<file path="config.mk">
export PLATFORM = sky130hd
export DESIGN_NAME = tcce_col_div
export DESIGN_NICKNAME = d
export VERILOG_FILES = /design/src/hw/rtl/tcce_pkg.sv /design/src/hw/rtl/tcce_col_div.sv
export SDC_FILE = /design/constraint.sdc
export NUM_CORES = 1
export LEC_CHECK = 0
export BUFFER_PORTS_ARGS = -buffer_cell sky130_fd_sc_hd__buf_2
export CAP_MARGIN = 5
export CORE_MARGIN = 8
export CORE_UTILIZATION = 40
export DETAILED_ROUTE_END_ITERATION = 10
export PLACE_DENSITY_LB_ADDON = 0.12
export SYNTH_ARGS = -nofsm -noshare
export SYNTH_HDL_FRONTEND = slang
export SYNTH_SLANG_ARGS = --single-unit
</file>
<file path="constraint.sdc">
create_clock -name clk_i -period 5.29 [get_ports clk_i]
set_input_delay 0.2645 -clock clk_i [delete_from_list [all_inputs] [get_ports clk_i]]
set_output_delay 0.2645 -clock clk_i [all_outputs]
set_load 0.1 [all_outputs]
</file>
<file path="src/hw/rtl/tcce_pkg.sv">
`timescale 1ns / 1ps
`default_nettype none

package tcce_pkg;

  localparam int CURSOR_W = 11;
  localparam int ADDR_W   = 11;

  localparam logic [7:0] CH_NEWLINE   = 8'h0A;
  localparam logic [7:0] CH_BACKSPACE = 8'h08;
  localparam logic [7:0] CH_SPACE     = 8'h20;

  typedef enum logic [2:0] {
    OP_PUT   = 3'd0,
    OP_SET   = 3'd1,
    OP_MOVE  = 3'd2,
    OP_CLEAR = 3'd3,
    OP_READ  = 3'd4
  } opcode_e;

  typedef enum logic [2:0] {
    ST_INIT,
    ST_IDLE,
    ST_EXEC,
    ST_WALK_RD,
    ST_WALK_CHK,
    ST_DIV,
    ST_CLEAR,
    ST_EMIT
  } tcce_state_e;

  typedef struct packed {
    logic [2:0]         opcode;
    logic [7:0]         char_code;
    logic signed [15:0] cursor_value;
    logic [2:0]         background;
    logic [3:0]         foreground;
    logic               blink_on;
    logic [ADDR_W-1:0]  cell_address;
  } cmd_beat_t;

  typedef struct packed {
    logic [CURSOR_W-1:0] cursor_now;
    logic [7:0]          cell_char;
    logic [7:0]          cell_attr;
  } rsp_beat_t;

endpackage

`default_nettype wire

</file>
<file path="src/hw/rtl/tcce_col_div.sv">
`timescale 1ns / 1ps
`default_nettype none

module tcce_col_div import tcce_pkg::*; #(
  parameter int DIVIDEND_W  = 11,
  parameter int NUM_COLUMNS = 80
) (
  input  logic                             clk_i,
  input  logic                             rst_ni,
  input  logic                             start_i,
  input  logic [DIVIDEND_W-1:0]            dividend_i,
  output logic                             done_o,
  output logic [$clog2(NUM_COLUMNS)-1:0]   rem_o
);

  localparam int COL_W   = $clog2(NUM_COLUMNS);
  localparam int SHIFT   = DIVIDEND_W + COL_W;
  localparam int RECIP_W = DIVIDEND_W + 2;
  localparam int PROD_W  = DIVIDEND_W + RECIP_W;
  localparam int QUO_W   = PROD_W - SHIFT;

  localparam logic [RECIP_W-1:0] RECIP =
    RECIP_W'(((2 ** SHIFT) + NUM_COLUMNS - 1) / NUM_COLUMNS);

  logic                  stage1_q, stage2_q, done_q;
  logic [DIVIDEND_W-1:0] num_q;
  logic [QUO_W-1:0]      quo_q;
  logic [COL_W-1:0]      rem_q;
  logic [PROD_W-1:0]     prod;
  logic [DIVIDEND_W-1:0] back;

  // quotient by reciprocal multiply, then remainder by multiply-subtract
  assign prod = PROD_W'(num_q) * PROD_W'(RECIP);
  assign back = num_q - DIVIDEND_W'(quo_q) * DIVIDEND_W'(NUM_COLUMNS);

  always_ff @(posedge clk_i or negedge rst_ni) begin
    if (!rst_ni) begin
      stage1_q <= 1'b0;
      stage2_q <= 1'b0;
      done_q   <= 1'b0;
    end else begin
      stage1_q <= start_i;
      stage2_q <= stage1_q;
      done_q   <= stage2_q;
    end
  end

  always_ff @(posedge clk_i) begin
    if (start_i) begin
      num_q <= dividend_i;
    end
    if (stage1_q) begin
      quo_q <= prod[PROD_W-1:SHIFT];
    end
    if (stage2_q) begin
      rem_q <= back[COL_W-1:0];
    end
  end

  assign done_o = done_q;
  assign rem_o  = rem_q;

endmodule

`default_nettype wire

</file>
==> out/metrics.cfg <==
[hold_path]
hold_depth = 1
hp-class = primary input to flip-flop
min_to = num_q[10]
min-delay-start = dividend_i[10]

[drt]
wl_per_cell_um = 14.9
route.detailed.drc = 0
num_vias = 1554
drt_iter0_drc = 51
via_per_inst = 4.69
firstDrtPassIters = 4
drt-total-wl_um = 4920
postRouteAntennaNets = 0

[cells_and_area]
final_area_mm2 = 0.00294
fin_cells = 331
area_growth_pct = 10.0
drive_gt1_share_pct = 12.7
diodes = 0
multiInputGateArea_mm2 = 0.00174
regArea_um2 = 706
fillCellCount = 641
nNetsFinal = 361

[grt]
grt_first_pass_wirelength_um = 8510
grt-ovfl-total = 0
grt_max_degree = 14
grtUsageTotal_pct = 11.1
grt_pass1_vias = 1701
antenna_found_initial = 0

[worst_setup_path]
required_ns = 5.32
critPathMaxStageDelay_ns = 0.55
crit_arrival_ns = 4.66
endpoint_kind = flip-flop
cp_cell_sequence = ha_1 > inv_1 > fa_1 > inv_1 > fa_1 > fa_1 > inv_1 > fa_1 > inv_1 > ha_1 > a211oi_2 > o32ai_2 > or4_1 > and4_1
critPathKind = flip-flop to flip-flop
worst-path-max-fanout = 5
reg2reg_to = quo_q[0]
r2r_cells = 14
critPathSlowestCell = fa_1
reg2reg_slack_ns = 0.66
start_kind = flip-flop
reg2reg_from = num_q[5]

[sta]
finalMaxSlewViolations = 0
min_period_over_period_pct = 87.5
setup_violations = 0
max_freq_mhz = 216
tightest_slew_ns = 0.499
fin_ws_ns = 0.664
min_period_ns = 4.63
skew_ns = 0.00880
slew_headroom_pct = 67.0
whs_ns = 0.174
fin_setup_tns_ns = 0
hold_viol_final = 0
rsz0062_at_grt = false

[yosys]
synth_top_area_cell = ha_1
yosysSeqAreaShare_pct = 26.4
syn_inst = 224
syn-cell-area_mm2 = 0.00268
yosysMostFrequentCell = ha_1
syn_avg_cell_area_um2 = 11.9
synth-seq-cells = 24
yosys-top-cells-area = ha_1, edfxtp_1, fa_1, inv_1, dfrtp_1
synth-edff-count = 21
syn-num-nets = 333
netlist.area_leader.share_pct = 30.4
synthFlopType = edfxtp_1
synth_common_cells = ha_1, inv_1, fa_1, edfxtp_1, xnor2_1
synthArstFlopShare_pct = 12.5
yosys.cell_types.count = 30
yosysWarnings = 0

[clock_tree]
clockBufferDepth = 2
ctsHoldBuffers = 1
clk_pin_slew_ns = 0.09
htree_levels = 1
clock_latency_ns = 0.26
numClockSinks = 24
cts_buffers = 3
cts_root_buf = clkbuf_8
cts_tree = done
post_cts_buffers = 0
ctsResizeCount = 0

[floorplanning]
die-height_um = 97.8
row_count = 30
core_mm2 = 0.00664
die_w_um = 97.8
initial_core_util_pct = 40.3
ios = 22
dieArea_mm2 = 0.00956

[placement]
port_buffers = 21
gp_congestion = 0.792
placed_cells = 326
post-place-ws_ns = 0.640
dp_hpwl_um = 4610
place_area_mm2 = 0.00289

[power]
p_leak_nw = 1.55
vdd_ir_drop_max_mv = 0.278
p_per_area_mw_per_mm2 = 478

[run_status]
status = completed

[run]
max_cap_viol_count = 0

## placed cells by master (no fill, tap or decap)
master         Yosys  routed
xor2_1             3       3
or4_1              1       1
a211oi_1           1       1
a21oi_1            4       4
nand2b_1           2       2
o31a_1             1       1
buf_2              0      21
xnor2_1            6       6
o21ai_0            1       1
clkbuf_8           0       3
a21o_1             5       5
inv_1             61      61
o21ba_2            1       1
dlygate4sd3_1      0       1
nand3_1            1       1
nor2b_1            2       2
fa_1              30      30
edfxtp_1          21      21
a211oi_2           1       1
ha_1              65      65
nor2_1             1       1
nand2_1            1       1
buf_4              0       1
a31o_2             1       1
and3_2             1       1
and4_1             1       1
o32ai_2            1       1
nand4_1            3       3
o21bai_1           1       1
clkinv_1           0       1
or3_2              1       1
o21ai_1            1       1
or2_2              1       1
dfrtp_1            3       3
o211ai_1           2       2
## logic make-up after synthesis
logic type,count (synthesis),share of synthesized area [%]
adders and majority gates,95,52.9
and+or+nand+nor,15,3.51
xor gates and xnor gates,9,2.95
DFF,24,26.4
AOI/OAI and AO/OA,20,5.75
buffers and inverters,61,8.56
## worst max-delay path, delay by kind of cell, from the launching register on
family                   cells  cell delay, ns
adder cells (fa/ha/maj)      6            2.70
AND/OR/NAND/NOR              2            0.66
flip-flops                   1            0.50
AO/OA/AOI/OAI                2            0.34
buffers and inverters        4            0.22
## registers in the layout, summed over array words and instances, names as in the netlist
signal / cells
num_q: 11
quo_q: 3
done_o: 1
rem_o: 7
stage1_q: 1
stage2_q: 1
## worst max path at each step
stage	startpoint	endpoint	slack, ns	cells after the start
3_5_place_dp	num_q[5]	quo_q[0]	0.64	14
2_1_floorplan	num_q[9]	quo_q[0]	0.83	14
6_report	num_q[5]	quo_q[0]	0.66	14
4_1_cts	num_q[5]	quo_q[0]	0.64	14
5_1_grt	num_q[3]	quo_q[0]	0.43	15
3_3_place_gp	num_q[3]	quo_q[0]	0.69	15
## report_power, final
group | internal [mW] | total, mW | switching (mW)
Sequential | 0.261 | 0.287 | 0.0266
Clock | 0.0518 | 0.108 | 0.0559
Combinational | 0.431 | 1.01 | 0.580
## area by class of cell
cell class                      count  area share (%)
Tap cell                           80            3.40
Inverter                           61            7.78
Timing Repair Buffer               23            4.17
Clock inverter                      1           0.128
Clock buffer                        3            1.40
Multi-Input combinational cell    139            59.1
Sequential cell                    24            24.0
## per-layer routing
metal  share of wire (%)  global-route usage (%)  up-vias  wire length [um]
li1                    -                       -      791                 -
met1                  49                    14.9      751              2420
met2                  49                    18.9       10              2410
met3                 1.2                    1.42        2                61
met4                0.59                    1.80        0                29
met5                   0                       0        -                 0
## stage by stage
step                      total power, mW  utilization (%)
after floorplan                      1.10                -
final                                1.41             44.3
after global routing                 1.61             44.3
after detailed placement             1.33             43.5
after CTS                            1.44             44.3
after global placement               1.33             43.5
No activity file was read; power rests on OpenSTA's default activity.
